===== src/hw/rtl/stbs_pkg.sv =====
// Package for the speed and turn beacon scheduler.
// Holds register indexes, constants, the control word and the microcode ROM.
// Used by every module in hw/rtl; depends on nothing.
package stbs_pkg;

  localparam int unsigned SPEED_W = 16;
  localparam int unsigned COURSE_W = 9;
  localparam int unsigned TIME_W = 32;
  localparam int unsigned LIMIT_W = 16;
  localparam int unsigned DIV_A_W = 38;
  localparam int unsigned DIV_B_W = 20;
  localparam int unsigned DIV_CNT_W = 6;
  localparam int unsigned PC_W = 3;
  localparam int unsigned ADDR_W = 5;
  localparam int unsigned DATA_W = 32;

  localparam logic [9:0] MS_PER_S = 10'd1000;
  localparam logic [13:0] SCALE_MS_Q4 = 14'd16000;
  localparam logic [8:0] HALF_TURN = 9'd180;
  localparam logic [8:0] FULL_TURN = 9'd360;

  localparam logic [2:0] REG_LOW_SPEED = 3'd0;
  localparam logic [2:0] REG_HIGH_SPEED = 3'd1;
  localparam logic [2:0] REG_SLOW_RATE = 3'd2;
  localparam logic [2:0] REG_FAST_RATE = 3'd3;
  localparam logic [2:0] REG_TURN_MIN = 3'd4;
  localparam logic [2:0] REG_TURN_GAIN = 3'd5;
  localparam logic [2:0] REG_MIN_TURN_TIME = 3'd6;

  localparam logic [1:0] CAUSE_NONE = 2'd0;
  localparam logic [1:0] CAUSE_TURN = 2'd1;
  localparam logic [1:0] CAUSE_INTERVAL = 2'd2;

  localparam logic [PC_W-1:0] ST_IDLE = 3'd0;
  localparam logic [PC_W-1:0] ST_MUL_A = 3'd1;
  localparam logic [PC_W-1:0] ST_MUL_B = 3'd2;
  localparam logic [PC_W-1:0] ST_DIV_INIT = 3'd3;
  localparam logic [PC_W-1:0] ST_DIV_STEP = 3'd4;
  localparam logic [PC_W-1:0] ST_EVAL_A = 3'd5;
  localparam logic [PC_W-1:0] ST_EVAL_B = 3'd6;
  localparam logic [PC_W-1:0] ST_OUT = 3'd7;

  typedef struct packed {
    logic [7:0] low_speed_kmph;
    logic [7:0] high_speed_kmph;
    logic [15:0] slow_rate_s;
    logic [15:0] fast_rate_s;
    logic [7:0] turn_min_deg;
    logic [15:0] turn_gain;
    logic [15:0] min_turn_time_s;
  } cfg_t;

  typedef enum logic [1:0] {
    COND_NEVER,
    COND_NO_INPUT,
    COND_DIV_MORE,
    COND_OUT_BUSY
  } cond_t;

  typedef struct packed {
    logic ld_in;
    logic mul_a;
    logic mul_b;
    logic div_init;
    logic div_step;
    logic eval_a;
    logic eval_b;
    logic out_ld;
    cond_t cond;
    logic [PC_W-1:0] target;
  } ctl_t;

  typedef struct packed {
    logic in_valid;
    logic div_more;
    logic out_busy;
  } seq_stat_t;

  function automatic ctl_t rom_word(input logic [PC_W-1:0] pc);
    ctl_t w;
    w = '0;
    w.cond = COND_NEVER;
    case (pc)
      ST_IDLE: begin
        w.ld_in = 1'b1;
        w.cond = COND_NO_INPUT;
        w.target = ST_IDLE;
      end
      ST_MUL_A: w.mul_a = 1'b1;
      ST_MUL_B: w.mul_b = 1'b1;
      ST_DIV_INIT: w.div_init = 1'b1;
      ST_DIV_STEP: begin
        w.div_step = 1'b1;
        w.cond = COND_DIV_MORE;
        w.target = ST_DIV_STEP;
      end
      ST_EVAL_A: w.eval_a = 1'b1;
      ST_EVAL_B: w.eval_b = 1'b1;
      ST_OUT: begin
        w.out_ld = 1'b1;
        w.cond = COND_OUT_BUSY;
        w.target = ST_OUT;
      end
      default: w = '0;
    endcase
    return w;
  endfunction

endpackage


===== src/hw/rtl/speed_turn_beacon_scheduler_top.sv =====
// Speed and turn adaptive beacon scheduler: one position fix in, one word out.
// The block works on one fix at a time, in this order when the output is not stalled:
// four setup steps, 38 steps of the one-bit-per-cycle divider that forms the
// interval and turn limit from the speed, then two evaluation steps and one
// output step. The next fix is accepted in the cycle after the output word is
// loaded. Configuration registers sit on a 32-bit APB-style port at 4-byte steps.
// Depends on stbs_pkg, stbs_cfg, stbs_div and stbs_useq.
module speed_turn_beacon_scheduler_top (
  input  logic                        clk,
  input  logic                        rst_n,
  input  logic                        in_valid,
  output logic                        in_stall,
  input  logic                        in_fix_valid,
  input  logic                        in_button_pressed,
  input  logic [15:0]                 in_speed_q4,
  input  logic [8:0]                  in_course_deg,
  input  logic [31:0]                 in_now_ms,
  output logic                        out_valid,
  input  logic                        out_stall,
  output logic                        out_manual_send,
  output logic                        out_beacon_send,
  output logic [1:0]                  out_beacon_cause,
  output logic [31:0]                 out_interval_ms,
  output logic [15:0]                 out_turn_limit_deg,
  input  logic                        psel,
  input  logic                        penable,
  input  logic                        pwrite,
  input  logic [stbs_pkg::ADDR_W-1:0] paddr,
  input  logic [stbs_pkg::DATA_W-1:0] pwdata,
  output logic [stbs_pkg::DATA_W-1:0] prdata,
  output logic                        pready
);
  import stbs_pkg::*;

  cfg_t cfg;
  ctl_t ctl;
  seq_stat_t stat;

  logic fix_r, btn_r;
  logic [SPEED_W-1:0] q_r;
  logic [COURSE_W-1:0] course_r, prev_course_r;
  logic [TIME_W-1:0] now_r, last_beacon_r;

  logic [23:0] p1_r;
  logic [25:0] slow_ms_r, fast_ms_r, turn_ms_r;
  logic [DIV_A_W-1:0] prod_r;
  logic [DIV_A_W-1:0] quot_a;
  logic [DIV_B_W-1:0] quot_b;
  logic div_more;

  logic [TIME_W-1:0] interval_r, elapsed_r;
  logic [LIMIT_W-1:0] limit_r;
  logic [COURSE_W-1:0] delta_r;

  logic [TIME_W-1:0] interval_nxt;
  logic [LIMIT_W-1:0] limit_nxt;
  logic [COURSE_W-1:0] d0, delta_nxt;
  logic [DIV_B_W:0] lim_sum;

  logic res_btn_r;
  logic [1:0] res_cause_r;
  logic [TIME_W-1:0] res_interval_r;
  logic [LIMIT_W-1:0] res_limit_r;
  logic turn_hit, ivl_hit;

  logic out_valid_r, out_busy, out_load, in_take;

  stbs_cfg u_cfg (
    .clk(clk), .rst_n(rst_n), .psel(psel), .penable(penable), .pwrite(pwrite),
    .paddr(paddr), .pwdata(pwdata), .prdata(prdata), .pready(pready), .cfg(cfg)
  );

  assign stat.in_valid = in_valid;
  assign stat.div_more = div_more;
  assign stat.out_busy = out_busy;

  stbs_useq u_seq (.clk(clk), .rst_n(rst_n), .stat(stat), .ctl(ctl));

  stbs_div u_div (
    .clk(clk), .rst_n(rst_n), .init(ctl.div_init), .step(ctl.div_step),
    .divisor(q_r), .dividend_a(prod_r), .dividend_b({cfg.turn_gain, 4'd0}),
    .quot_a(quot_a), .quot_b(quot_b), .more(div_more)
  );

  assign in_stall = !ctl.ld_in;
  assign in_take = in_valid && ctl.ld_in;
  assign out_busy = out_valid_r && out_stall;
  assign out_load = ctl.out_ld && !out_busy;

  always_ff @(posedge clk) begin
    if (in_take) begin
      fix_r <= in_fix_valid;
      btn_r <= in_button_pressed;
      q_r <= in_speed_q4;
      course_r <= in_course_deg;
      now_r <= in_now_ms;
    end
    if (ctl.mul_a) begin
      p1_r <= 24'(cfg.fast_rate_s) * 24'(cfg.high_speed_kmph);
      slow_ms_r <= 26'(cfg.slow_rate_s) * 26'(MS_PER_S);
      fast_ms_r <= 26'(cfg.fast_rate_s) * 26'(MS_PER_S);
    end
    if (ctl.mul_b) begin
      prod_r <= DIV_A_W'(p1_r) * DIV_A_W'(SCALE_MS_Q4);
      turn_ms_r <= 26'(cfg.min_turn_time_s) * 26'(MS_PER_S);
    end
  end

  always_comb begin
    if (q_r < {4'd0, cfg.low_speed_kmph, 4'd0}) begin
      interval_nxt = TIME_W'(slow_ms_r);
    end else if (q_r > {4'd0, cfg.high_speed_kmph, 4'd0}) begin
      interval_nxt = TIME_W'(fast_ms_r);
    end else if (q_r == '0 || quot_a[DIV_A_W-1:TIME_W] != '0) begin
      interval_nxt = '1;
    end else begin
      interval_nxt = quot_a[TIME_W-1:0];
    end
    lim_sum = {1'b0, quot_b} + (DIV_B_W+1)'(cfg.turn_min_deg);
    if (q_r == '0 || lim_sum[DIV_B_W:LIMIT_W] != '0) begin
      limit_nxt = '1;
    end else begin
      limit_nxt = lim_sum[LIMIT_W-1:0];
    end
    d0 = (prev_course_r > course_r) ? prev_course_r - course_r
                                    : course_r - prev_course_r;
    if (d0 > HALF_TURN) begin
      delta_nxt = (d0 > FULL_TURN) ? d0 - FULL_TURN : FULL_TURN - d0;
    end else begin
      delta_nxt = d0;
    end
  end

  always_ff @(posedge clk) begin
    if (ctl.eval_a) begin
      interval_r <= interval_nxt;
      limit_r <= limit_nxt;
      delta_r <= delta_nxt;
      elapsed_r <= now_r - last_beacon_r;
    end
  end

  assign turn_hit = ({7'd0, delta_r} > limit_r) && (elapsed_r > TIME_W'(turn_ms_r));
  assign ivl_hit = elapsed_r > interval_r;

  always_ff @(posedge clk) begin
    if (ctl.eval_b) begin
      res_btn_r <= fix_r && btn_r;
      res_interval_r <= fix_r ? interval_r : '0;
      res_limit_r <= fix_r ? limit_r : '0;
      if (!fix_r) begin
        res_cause_r <= CAUSE_NONE;
      end else if (turn_hit) begin
        res_cause_r <= CAUSE_TURN;
      end else if (ivl_hit) begin
        res_cause_r <= CAUSE_INTERVAL;
      end else begin
        res_cause_r <= CAUSE_NONE;
      end
    end
  end

  always_ff @(posedge clk) begin
    if (!rst_n) begin
      prev_course_r <= '0;
      last_beacon_r <= '0;
    end else if (ctl.eval_b && fix_r) begin
      prev_course_r <= course_r;
      if (turn_hit || ivl_hit) begin
        last_beacon_r <= now_r;
      end
    end
  end

  always_ff @(posedge clk) begin
    if (!rst_n) begin
      out_valid_r <= 1'b0;
    end else if (out_load) begin
      out_valid_r <= 1'b1;
    end else if (!out_stall) begin
      out_valid_r <= 1'b0;
    end
  end

  always_ff @(posedge clk) begin
    if (out_load) begin
      out_manual_send <= res_btn_r;
      out_beacon_send <= res_cause_r != CAUSE_NONE;
      out_beacon_cause <= res_cause_r;
      out_interval_ms <= res_interval_r;
      out_turn_limit_deg <= res_limit_r;
    end
  end

  assign out_valid = out_valid_r;

endmodule


===== src/hw/rtl/stbs_cfg.sv =====
// Configuration register file with an APB-style access port.
// Depends on stbs_pkg for the register indexes and the cfg_t bundle.
module stbs_cfg (
  input  logic                        clk,
  input  logic                        rst_n,
  input  logic                        psel,
  input  logic                        penable,
  input  logic                        pwrite,
  input  logic [stbs_pkg::ADDR_W-1:0] paddr,
  input  logic [stbs_pkg::DATA_W-1:0] pwdata,
  output logic [stbs_pkg::DATA_W-1:0] prdata,
  output logic                        pready,
  output stbs_pkg::cfg_t              cfg
);
  import stbs_pkg::*;

  cfg_t cfg_r;
  logic [2:0] idx;
  logic wr_en;

  assign pready = 1'b1;
  assign idx = paddr[4:2];
  assign wr_en = psel && penable && pwrite;
  assign cfg = cfg_r;

  always_ff @(posedge clk) begin
    if (!rst_n) begin
      cfg_r.low_speed_kmph <= 8'd10;
      cfg_r.high_speed_kmph <= 8'd100;
      cfg_r.slow_rate_s <= 16'd1200;
      cfg_r.fast_rate_s <= 16'd60;
      cfg_r.turn_min_deg <= 8'd25;
      cfg_r.turn_gain <= 16'd255;
      cfg_r.min_turn_time_s <= 16'd15;
    end else if (wr_en) begin
      case (idx)
        REG_LOW_SPEED: cfg_r.low_speed_kmph <= pwdata[7:0];
        REG_HIGH_SPEED: cfg_r.high_speed_kmph <= pwdata[7:0];
        REG_SLOW_RATE: cfg_r.slow_rate_s <= pwdata[15:0];
        REG_FAST_RATE: cfg_r.fast_rate_s <= pwdata[15:0];
        REG_TURN_MIN: cfg_r.turn_min_deg <= pwdata[7:0];
        REG_TURN_GAIN: cfg_r.turn_gain <= pwdata[15:0];
        REG_MIN_TURN_TIME: cfg_r.min_turn_time_s <= pwdata[15:0];
        default: ;
      endcase
    end
  end

  always_comb begin
    case (idx)
      REG_LOW_SPEED: prdata = {24'd0, cfg_r.low_speed_kmph};
      REG_HIGH_SPEED: prdata = {24'd0, cfg_r.high_speed_kmph};
      REG_SLOW_RATE: prdata = {16'd0, cfg_r.slow_rate_s};
      REG_FAST_RATE: prdata = {16'd0, cfg_r.fast_rate_s};
      REG_TURN_MIN: prdata = {24'd0, cfg_r.turn_min_deg};
      REG_TURN_GAIN: prdata = {16'd0, cfg_r.turn_gain};
      REG_MIN_TURN_TIME: prdata = {16'd0, cfg_r.min_turn_time_s};
      default: prdata = '0;
    endcase
  end

endmodule


===== src/hw/rtl/stbs_div.sv =====
// Two-lane restoring divider sharing one divisor, one quotient bit per cycle while step is high.
// Lane B joins for its last steps only. Depends on stbs_pkg for widths.
module stbs_div (
  input  logic                         clk,
  input  logic                         rst_n,
  input  logic                         init,
  input  logic                         step,
  input  logic [stbs_pkg::SPEED_W-1:0] divisor,
  input  logic [stbs_pkg::DIV_A_W-1:0] dividend_a,
  input  logic [stbs_pkg::DIV_B_W-1:0] dividend_b,
  output logic [stbs_pkg::DIV_A_W-1:0] quot_a,
  output logic [stbs_pkg::DIV_B_W-1:0] quot_b,
  output logic                         more
);
  import stbs_pkg::*;

  localparam logic [DIV_CNT_W-1:0] LastCnt = DIV_CNT_W'(DIV_A_W - 1);
  localparam logic [DIV_CNT_W-1:0] StartB = DIV_CNT_W'(DIV_A_W - DIV_B_W);

  logic [DIV_CNT_W-1:0] cnt_r;
  logic [SPEED_W-1:0] rem_a_r, rem_b_r;
  logic [DIV_A_W-1:0] qa_r;
  logic [DIV_B_W-1:0] qb_r;
  logic [SPEED_W:0] sh_a, sh_b, dv;
  logic ge_a, ge_b;

  assign dv = {1'b0, divisor};
  assign sh_a = {rem_a_r, qa_r[DIV_A_W-1]};
  assign sh_b = {rem_b_r, qb_r[DIV_B_W-1]};
  assign ge_a = sh_a >= dv;
  assign ge_b = sh_b >= dv;
  assign more = cnt_r != LastCnt;
  assign quot_a = qa_r;
  assign quot_b = qb_r;

  always_ff @(posedge clk) begin
    if (!rst_n) begin
      cnt_r <= '0;
    end else if (init) begin
      cnt_r <= '0;
    end else if (step) begin
      cnt_r <= cnt_r + 1'b1;
    end
  end

  always_ff @(posedge clk) begin
    if (init) begin
      rem_a_r <= '0;
      rem_b_r <= '0;
      qa_r <= dividend_a;
      qb_r <= dividend_b;
    end else if (step) begin
      rem_a_r <= ge_a ? SPEED_W'(sh_a - dv) : sh_a[SPEED_W-1:0];
      qa_r <= {qa_r[DIV_A_W-2:0], ge_a};
      if (cnt_r >= StartB) begin
        rem_b_r <= ge_b ? SPEED_W'(sh_b - dv) : sh_b[SPEED_W-1:0];
        qb_r <= {qb_r[DIV_B_W-2:0], ge_b};
      end
    end
  end

endmodule


===== src/hw/rtl/stbs_useq.sv =====
// Microcode sequencer: step counter, control ROM lookup and conditional jumps.
// Depends on stbs_pkg for the control word and the ROM contents.
module stbs_useq (
  input  logic                clk,
  input  logic                rst_n,
  input  stbs_pkg::seq_stat_t stat,
  output stbs_pkg::ctl_t      ctl
);
  import stbs_pkg::*;

  logic [PC_W-1:0] pc_r, pc_nxt;
  logic jump;

  assign ctl = rom_word(pc_r);

  always_comb begin
    case (ctl.cond)
      COND_NEVER: jump = 1'b0;
      COND_NO_INPUT: jump = !stat.in_valid;
      COND_DIV_MORE: jump = stat.div_more;
      COND_OUT_BUSY: jump = stat.out_busy;
      default: jump = 1'b0;
    endcase
    pc_nxt = jump ? ctl.target : pc_r + 1'b1;
  end

  always_ff @(posedge clk) begin
    if (!rst_n) begin
      pc_r <= ST_IDLE;
    end else begin
      pc_r <= pc_nxt;
    end
  end

endmodule


===== config.mk =====
export PLATFORM = sky130hd
export DESIGN_NAME = speed_turn_beacon_scheduler_top
export DESIGN_NICKNAME = d
export VERILOG_FILES = /design/src/hw/rtl/stbs_pkg.sv /design/src/hw/rtl/speed_turn_beacon_scheduler_top.sv /design/src/hw/rtl/stbs_cfg.sv /design/src/hw/rtl/stbs_div.sv /design/src/hw/rtl/stbs_useq.sv
export SDC_FILE = /design/constraint.sdc
export NUM_CORES = 2
export LEC_CHECK = 0
export BUFFER_PORTS_ARGS = -buffer_cell sky130_fd_sc_hd__buf_2
export CAP_MARGIN = 10
export CELL_PAD_IN_SITES_DETAIL_PLACEMENT = 0
export CELL_PAD_IN_SITES_GLOBAL_PLACEMENT = 2
export CORE_MARGIN = 2
export CORE_UTILIZATION = 39
export CTS_BUF_LIST = sky130_fd_sc_hd__clkbuf_8
export DETAILED_ROUTE_END_ITERATION = 10
export GPL_ROUTABILITY_DRIVEN = 0
export PLACE_DENSITY_LB_ADDON = 0.1
export SLEW_MARGIN = 40
export SYNTH_ARGS = -nofsm -noshare
export SYNTH_HDL_FRONTEND = slang
export SYNTH_SLANG_ARGS = --single-unit

===== constraint.sdc =====
create_clock -name clk -period 4.9 [get_ports clk]
set_input_delay 0.735 -clock clk [delete_from_list [all_inputs] [get_ports clk]]
set_output_delay 0.735 -clock clk [all_outputs]
set_load 0.02 [all_outputs]

Word-level counts from Yosys, hierarchy flattened:

Cells that the tools add are included.
W data, S select, Z words.

* flip-flop bits (word level): 604
* input port bits: 103
* output and inout bits: 87
* logic and storage cells: 155

* equal/unequal tests: 18
* multipliers: 5
* reductions and logical operators: 36
* bitwise logic cells: 2
* mux-type cells: 29
* order comparisons: 11
* $add $sub $neg: 10

Operator list (count)
* $pmux W16 S7: 1
* $mux W38: 2
* $mul A16 B7 Y23 const B: 3
* $mux W20: 3
* $mux W26: 2
* $ge A17 B16 Y1: 2
* $gt A32 B26 Y1: 1
* $gt A32 B32 Y1: 1
* $mux W16: 2
* $mux W32: 1
* $sub A16 B16 Y16: 2
* $sub A32 B32 Y32: 1
* $mul A24 B7 Y31 const B: 1
* $mux W9: 3
* $mul A16 B8 Y24: 1
* $add A20 B8 Y21: 1
* $eq A3 B3 Y1 const B: 7
* $reduce_and A2 Y1: 10
* $sub A9 B9 Y9: 2
* $gt A16 B12 Y1: 1
* $gt A9 B16 Y1: 1
* $logic_not A16 Y1: 1
* $lt A16 B12 Y1: 1
* $pmux W5 S3: 1
* other kinds (28): 60

Longest topological paths before layout:

* word-level depth: 5
* depth in mapped cells: 22
* gate-level depth less buffers: 22

Modules after synthesis:

Synthesis repeated with hierarchy kept, for this count alone.

* cells, all modules: 4243
* area, all modules: 45074.5 µm²

Modules (own cells, without submodules)
* speed_turn_beacon_scheduler_top: cells each 3218, times used 1, seq. area each 12101.6 µm², area an instance 34800.9 µm²
* stbs_div: cells each 539, times used 1, seq. area each 2502.4 µm², area an instance 5716.7 µm²
* stbs_cfg: cells each 445, times used 1, seq. area each 1761.7 µm², area an instance 4195.3 µm²
* stbs_useq: cells each 41, times used 1, seq. area each 60.1 µm², area an instance 361.6 µm²

Worst setup path after synthesis:

No wires, ideal clock.

* path type: register to register
* start point: register u_cfg.cfg_r (netlist bit u_cfg.cfg[76])
* end point: register p1_r[23] (data pin)
* period minus slack after synthesis: 5.101 ns
* library setup time: 0.260 ns
* required time: 4.640 ns
* data arrival time: 4.842 ns
* path buffers: 1
* cell stages (with the launch flop): 22
* path slack: -0.201 ns
* cells stage by stage: dfxtp_1 > inv_1 > clkbuf_1 > nor2_1 > fa_1 > inv_1 > fa_1 > inv_1 > fa_1 > inv_1 > fa_1 > inv_1 > ha_1 > a21boi_0 > o21ai_0 > a21boi_0 > o21ai_0 > a211o_1 > a31oi_1 > a21o_1 > a21oi_1 > xnor2_1

* longest elaborated chain between the ends: 1

RTL lines
* from (decl): RTL line stbs_cfg.sv:17 `cfg_t cfg_r;`
* $mul A16 B8 Y24: RTL line speed_turn_beacon_scheduler_top.sv:99 `p1_r <= 24'(cfg.fast_rate_s) * 24'(cfg.high_speed_kmph);`
* to (signal assigned): RTL line speed_turn_beacon_scheduler_top.sv:99
* to (decl): RTL line speed_turn_beacon_scheduler_top.sv:44 `logic [23:0] p1_r;`

Every way passes these cells.
A chain may end at the register's enable or synchronous reset.

Worst setup path after layout:

* start point: register p1_r[13]
* end point: register prod_r[37] (data pin)

* longest elaborated chain between the ends: 1

RTL lines
* $mul A24 B7 Y31: RTL line speed_turn_beacon_scheduler_top.sv:104 `prod_r <= DIV_A_W'(p1_r) * DIV_A_W'(SCALE_MS_Q4);`
* to (signal assigned): RTL line speed_turn_beacon_scheduler_top.sv:104
* to (decl): RTL line speed_turn_beacon_scheduler_top.sv:46 `logic [DIV_A_W-1:0] prod_r;`

Every way passes these cells.

==> report_table.html <==
<table>
<tr><th>Metric</th><th>Value</th></tr>
<tr><th colspan="2">Status</th></tr>
<tr><td>Outcome</td><td>finished clean</td></tr>
<tr><th colspan="2">Placed design</th></tr>
<tr><td>Post-detailed-placement half-perimeter wirelength</td><td>92.94 mm</td></tr>
<tr><td>Instance area after placement</td><td>49160 sq um</td></tr>
<tr><td>Placed Cells</td><td>6114</td></tr>
<tr><td>Quantity of I/O buffers inserted on ports</td><td>154</td></tr>
<tr><th colspan="2">Timing</th></tr>
<tr><td>Highest clock rate</td><td>0.2062 GHz</td></tr>
<tr><td>Worst slew pin tran</td><td>0.9554 ns</td></tr>
<tr><td>Setup violations, final</td><td>0</td></tr>
<tr><td>Setup Skew</td><td>0.05018 ns</td></tr>
<tr><td>Pins Over Slew Limit</td><td>0</td></tr>
<tr><td>Minimum clock period after layout</td><td>4.849 ns</td></tr>
<tr><td>Final period utilization</td><td>0.9895</td></tr>
<tr><td>Setup repair after global routing missed its margin</td><td>true</td></tr>
<tr><td>Relative max-transition margin</td><td>0.3563</td></tr>
<tr><td>Final hold violations</td><td>0</td></tr>
<tr><th colspan="2">Synth</th></tr>
<tr><td>Synthesized instance count</td><td>4207</td></tr>
<tr><td>Flip-flop and latch count after synthesis</td><td>604</td></tr>
<tr><td>Complex-gate fraction of the synthesized area</td><td>0.1053</td></tr>
<tr><td>Number of enable-type register cells in the synthesized netlist</td><td>429</td></tr>
<tr><td>Proportion of synthesized flip-flops having asynchronous set or reset</td><td>0</td></tr>
<tr><td>Biggest area consumer among synthesized cells</td><td>sky130_fd_sc_hd__edfxtp_1</td></tr>
<tr><td>Mux cell area share after synthesis</td><td>0.03226</td></tr>
<tr><td>Main synth FF type</td><td>sky130_fd_sc_hd__edfxtp_1</td></tr>
<tr><td>Dominant combinational cell family by area after synthesis</td><td>adder cells</td></tr>
<tr><td>Synth cell types</td><td>84</td></tr>
<tr><td>Leading post-synthesis cells by cell area</td><td>sky130_fd_sc_hd__edfxtp_1 (29%), sky130_fd_sc_hd__fa_1 (15%), sky130_fd_sc_hd__ha_1 (13%), sky130_fd_sc_hd__dfxtp_1 (7.9%), sky130_fd_sc_hd__inv_1 (5.4%)</td></tr>
<tr><td>Simple-gate share of the synthesized area</td><td>0.1082</td></tr>
<tr><td>Area share of xor/xnor cells in the synthesized design</td><td>0.03396</td></tr>
<tr><td>Post-synthesis instance area</td><td>44100 sq um</td></tr>
<tr><td>Sequential-to-total area share from yosys stat</td><td>0.3715</td></tr>
<tr><td>Mean instance size in the synthesized netlist</td><td>10.48 sq um</td></tr>
<tr><td>Share of the synthesized area in the top cell type</td><td>0.2921</td></tr>
<tr><td>Warning count from the yosys run</td><td>0</td></tr>
<tr><td>Arithmetic-cell share of the synthesized area counting full adders, half adders and majority gates</td><td>0.2822</td></tr>
<tr><th colspan="2">GRT</th></tr>
<tr><td>First-pass GRT wire length</td><td>181.5 mm</td></tr>
<tr><td>Fraction of met1 tracks used by global routing</td><td>0.2870</td></tr>
<tr><td>Initial antenna violation count</td><td>6</td></tr>
<tr><td>Met3 Usage GRT</td><td>0.03407</td></tr>
<tr><td>Global routing usage on met2</td><td>0.3258</td></tr>
<tr><td>Total Routing Usage GR</td><td>0.2034</td></tr>
<tr><td>Largest net degree at the start of global routing</td><td>55</td></tr>
<tr><td>Overflow left after global routing</td><td>0</td></tr>
<tr><td>Layer with the highest usage after global routing</td><td>met2</td></tr>
<tr><td>Number of global-route vias before repair</td><td>31050</td></tr>
<tr><th colspan="2">Die</th></tr>
<tr><td>Overall die area</td><td>115800 sq um</td></tr>
<tr><td>Core Box Area</td><td>112300 sq um</td></tr>
<tr><td>Floorplan die height</td><td>340.3 um</td></tr>
<tr><td>Row count</td><td>123</td></tr>
<tr><td>I/O pin count</td><td>190</td></tr>
<tr><td>Die X</td><td>340.3 um</td></tr>
<tr><td>Initial Utilization</td><td>0.3926</td></tr>
<tr><th colspan="2">Clocking</th></tr>
<tr><td>CTS max path bufs</td><td>3</td></tr>
<tr><td>CTS Hold Buffers Added</td><td>0</td></tr>
<tr><td>Cts bufs inserted</td><td>111</td></tr>
<tr><td>Total clock sinks</td><td>604</td></tr>
<tr><td>TritonCTS clock tree</td><td>built</td></tr>
<tr><td>Worst-path clk slew</td><td>0.06 ns</td></tr>
<tr><td>Clock tree root buffer cell</td><td>sky130_fd_sc_hd__clkbuf_8</td></tr>
<tr><td>Clock latency reported for the late side of the worst-skew pair</td><td>0.80 ns</td></tr>
<tr><td>Total number of H-tree levels</td><td>3</td></tr>
<tr><th colspan="2">Power</th></tr>
<tr><td>Leakage power</td><td>23.36 nW</td></tr>
<tr><td>Cell Pwr Density</td><td>457.5 nW/um^2</td></tr>
<tr><td>Worst vdd rail ir drop</td><td>0.6650 mV</td></tr>
<tr><td>Overall power after layout</td><td>23.91 mW</td></tr>
<tr><th colspan="2">Critical path</th></tr>
<tr><td>WP data arrival</td><td>5.35 ns</td></tr>
<tr><td>CP max FO</td><td>3</td></tr>
<tr><td>Type of the worst setup path</td><td>reg2reg</td></tr>
<tr><td>Data required time at the worst endpoint</td><td>5.40 ns</td></tr>
<tr><td>Reg-to-reg startpoint</td><td>p1_r[13]</td></tr>
<tr><td>Timing startpoint of the critical path</td><td>p1_r[13]</td></tr>
<tr><td>Startpoint kind of the worst setup timing path</td><td>flip-flop</td></tr>
<tr><td>Endpoint class of the critical path</td><td>flip-flop</td></tr>
<tr><th colspan="2">Drt</th></tr>
<tr><td>Initial detailed-routing violation count</td><td>1439</td></tr>
<tr><td>Routed len/inst</td><td>18.50 um</td></tr>
<tr><td>Vias per inst</td><td>4.837</td></tr>
<tr><td>Count of nets left with antenna violations after detail routing</td><td>0</td></tr>
<tr><td>Total Routed Length</td><td>117.7 mm</td></tr>
<tr><td>Total via count after detailed routing</td><td>30780</td></tr>
<tr><td>Remaining DRCs</td><td>0</td></tr>
<tr><td>Pre-antenna DRT Iters</td><td>7</td></tr>
<tr><th colspan="2">Job</th></tr>
<tr><td>Max Cap Viol</td><td>0</td></tr>
<tr><th colspan="2">Final layout</th></tr>
<tr><td>Count of fill cells added during filler insertion</td><td>10850</td></tr>
<tr><td>Proportion of layout cells with a drive suffix above 1</td><td>0.1914</td></tr>
<tr><td>Layout-stage area growth over the synthesis result</td><td>18.50%</td></tr>
<tr><td>Final Instance Count excl. Fillers</td><td>6364</td></tr>
<tr><td>Fin nets</td><td>5655</td></tr>
<tr><td>Final core utilization</td><td>0.4652</td></tr>
<tr><td>Non-Filler Cell Area, Final</td><td>52260 sq um</td></tr>
<tr><th colspan="2">Hold path</th></tr>
<tr><td>Beginning of the worst hold path</td><td>in_fix_valid</td></tr>
<tr><td>Hold/Removal Path Class</td><td>in2reg</td></tr>
</table>
per-layer routing:
| layer | vias to the layer above | part of all wire | routed length, um |
|---|---|---|---|
| met3 | 139 | 0.041 | 4772 |
| met1 | 14880 | 0.48 | 56330 |
| met5 | - | 0.00011 | 13 |
| met4 | 2 | 0.020 | 2413 |
| li1 | 15310 | - | - |
| met2 | 453 | 0.46 | 54210 |
critical path, stage by stage, from the launching register on:
cell and delay [ns]:
sky130_fd_sc_hd__edfxtp_1 0.40, sky130_fd_sc_hd__inv_2 0.08, sky130_fd_sc_hd__fa_1 0.55, sky130_fd_sc_hd__fa_1 0.43, sky130_fd_sc_hd__fa_1 0.46, sky130_fd_sc_hd__fa_1 0.51
sky130_fd_sc_hd__inv_2 0.05, sky130_fd_sc_hd__ha_4 0.23, sky130_fd_sc_hd__a21o_1 0.17, sky130_fd_sc_hd__a21o_1 0.18, sky130_fd_sc_hd__a21o_1 0.18, sky130_fd_sc_hd__a21o_1 0.18
sky130_fd_sc_hd__a21oi_2 0.12, sky130_fd_sc_hd__o21ai_2 0.07, sky130_fd_sc_hd__or3_1 0.30, sky130_fd_sc_hd__a31o_2 0.23, sky130_fd_sc_hd__a31o_2 0.23, sky130_fd_sc_hd__a21oi_2 0.14
sky130_fd_sc_hd__xnor2_1 0.08
timing repair:
action | in CTS | in global routing
resized for setup | 63 | 111
pin swaps | 49 | 87
endpoints found under the setup margin | 25 | 32
buffers inserted | 15 | 17
cell type report:
type,count,area [sq um],share of cell area
Multi-Input combinational cell,2859,25520,0.4883
Sequential cell,604,16410,0.3141
Timing Repair Buffer,546,3821,0.07312
Inverter,638,2416,0.04623
Tap cell,1500,1877,0.03591
Clock buffer,117,1610,0.03081
Clock inverter,94,589.3,0.01128
Antenna cell,6,15.01,0.0002873
cells in the final DEF (no fill, tap or decap), types with 21 or more instances in the layout:
cell type / n
sky130_fd_sc_hd__nand3_1: 48
sky130_fd_sc_hd__o21a_1: 34
sky130_fd_sc_hd__nor3_1: 33
sky130_fd_sc_hd__mux2_2: 33
sky130_fd_sc_hd__inv_1: 651
sky130_fd_sc_hd__a21boi_0: 68
sky130_fd_sc_hd__clkbuf_8: 117
sky130_fd_sc_hd__and3_1: 23
sky130_fd_sc_hd__fa_1: 328
sky130_fd_sc_hd__nand2b_1: 22
sky130_fd_sc_hd__o21ai_0: 178
sky130_fd_sc_hd__ha_1: 437
sky130_fd_sc_hd__xor2_1: 53
sky130_fd_sc_hd__mux2i_1: 90
sky130_fd_sc_hd__clkinv_1: 24
sky130_fd_sc_hd__xnor2_1: 115
sky130_fd_sc_hd__a21oi_2: 27
sky130_fd_sc_hd__inv_2: 27
sky130_fd_sc_hd__nand2_1: 384
sky130_fd_sc_hd__dfxtp_1: 156
sky130_fd_sc_hd__and2_1: 79
sky130_fd_sc_hd__buf_2: 153
sky130_fd_sc_hd__nor2_1: 225
sky130_fd_sc_hd__o211ai_1: 21
sky130_fd_sc_hd__edfxtp_1: 429
sky130_fd_sc_hd__nand4_1: 31
sky130_fd_sc_hd__a21oi_1: 156
sky130_fd_sc_hd__buf_4: 380
sky130_fd_sc_hd__a21o_1: 81
sky130_fd_sc_hd__nor2b_1: 89
Yosys cell counts (14+ instances only):
| master | count |
|---|---|
| sky130_fd_sc_hd__o211ai_1 | 21 |
| sky130_fd_sc_hd__o21bai_1 | 18 |
| sky130_fd_sc_hd__nor2_1 | 240 |
| sky130_fd_sc_hd__a21oi_1 | 186 |
| sky130_fd_sc_hd__a211oi_1 | 17 |
| sky130_fd_sc_hd__inv_1 | 634 |
| sky130_fd_sc_hd__buf_4 | 18 |
| sky130_fd_sc_hd__fa_1 | 338 |
| sky130_fd_sc_hd__o21a_1 | 34 |
| sky130_fd_sc_hd__nor3_1 | 35 |
| sky130_fd_sc_hd__ha_1 | 454 |
| sky130_fd_sc_hd__o21ai_0 | 198 |
| sky130_fd_sc_hd__nand4_1 | 31 |
| sky130_fd_sc_hd__and2_1 | 82 |
| sky130_fd_sc_hd__mux2i_1 | 90 |
| sky130_fd_sc_hd__mux2_2 | 33 |
| sky130_fd_sc_hd__nor2b_1 | 93 |
| sky130_fd_sc_hd__nand2b_1 | 23 |
| sky130_fd_sc_hd__clkbuf_1 | 89 |
| sky130_fd_sc_hd__and3_1 | 24 |
| sky130_fd_sc_hd__xor2_1 | 53 |
| sky130_fd_sc_hd__a21o_1 | 82 |
| sky130_fd_sc_hd__nand2_1 | 384 |
| sky130_fd_sc_hd__xnor2_1 | 118 |
| sky130_fd_sc_hd__or3_1 | 14 |
| sky130_fd_sc_hd__a21boi_0 | 73 |
| sky130_fd_sc_hd__edfxtp_1 | 429 |
| sky130_fd_sc_hd__dfxtp_1 | 175 |
| sky130_fd_sc_hd__nand3_1 | 48 |
registers in the layout, summed over array words and instances (netlist names), 16 cells and up:
name and flops:
out_turn_limit_deg 16, turn_ms_r 23, last_beacon_r 32, interval_r 32, limit_r 16, now_r 32, p1_r 24, u_cfg.cfg 88
fast_ms_r 23, res_limit_r 16, u_div.rem_b_r 16, res_interval_r 32, prod_r 31, u_div.rem_a_r 16, u_div.quot_b 20, u_div.quot_a 38
slow_ms_r 23, q_r 16, out_interval_ms 32, elapsed_r 32
metrics by stage:
step	hold WS, ns	setup WS, ns	TNS (ns)
2_1_floorplan	0.4003	-0.02403	-0.02403
5_1_grt	0.03259	-0.1570	-0.5526
4_1_cts	0.01634	0.0006040	0
6_report	0.1146	0.05138	0
3_3_place_gp	0.4014	-0.1759	-1.838
3_5_place_dp	0.4045	-0.2771	-2.511
power breakdown:
group	switching, mW	internal [mW]	total, mW
Sequential	0.251	6.53	6.78
Combinational	6.23	6.03	12.3
Clock	2.33	2.54	4.87
Total	8.81	15.1	23.9
kinds of logic after synthesis:
| kind of cell | Yosys count |
|---|---|
| XOR/XNOR | 171 |
| multiplexers | 130 |
| buffers and inverters | 759 |
| AND/OR/NAND/NOR | 1018 |
| adder cells (fa/ha/maj) | 792 |
| flip-flops | 604 |
| AO/OA/AOI/OAI | 731 |
| other | 2 |
path summary, 6_finish.rpt:
check,cells past startpoint,to,slack [ns]
min,1,fix_r,0.11
max reg2reg,18,prod_r[37],0.05
min reg2reg,0,out_turn_limit_deg[9],0.41
max,18,prod_r[37],0.05
Power figures use the tool's default switching activity.
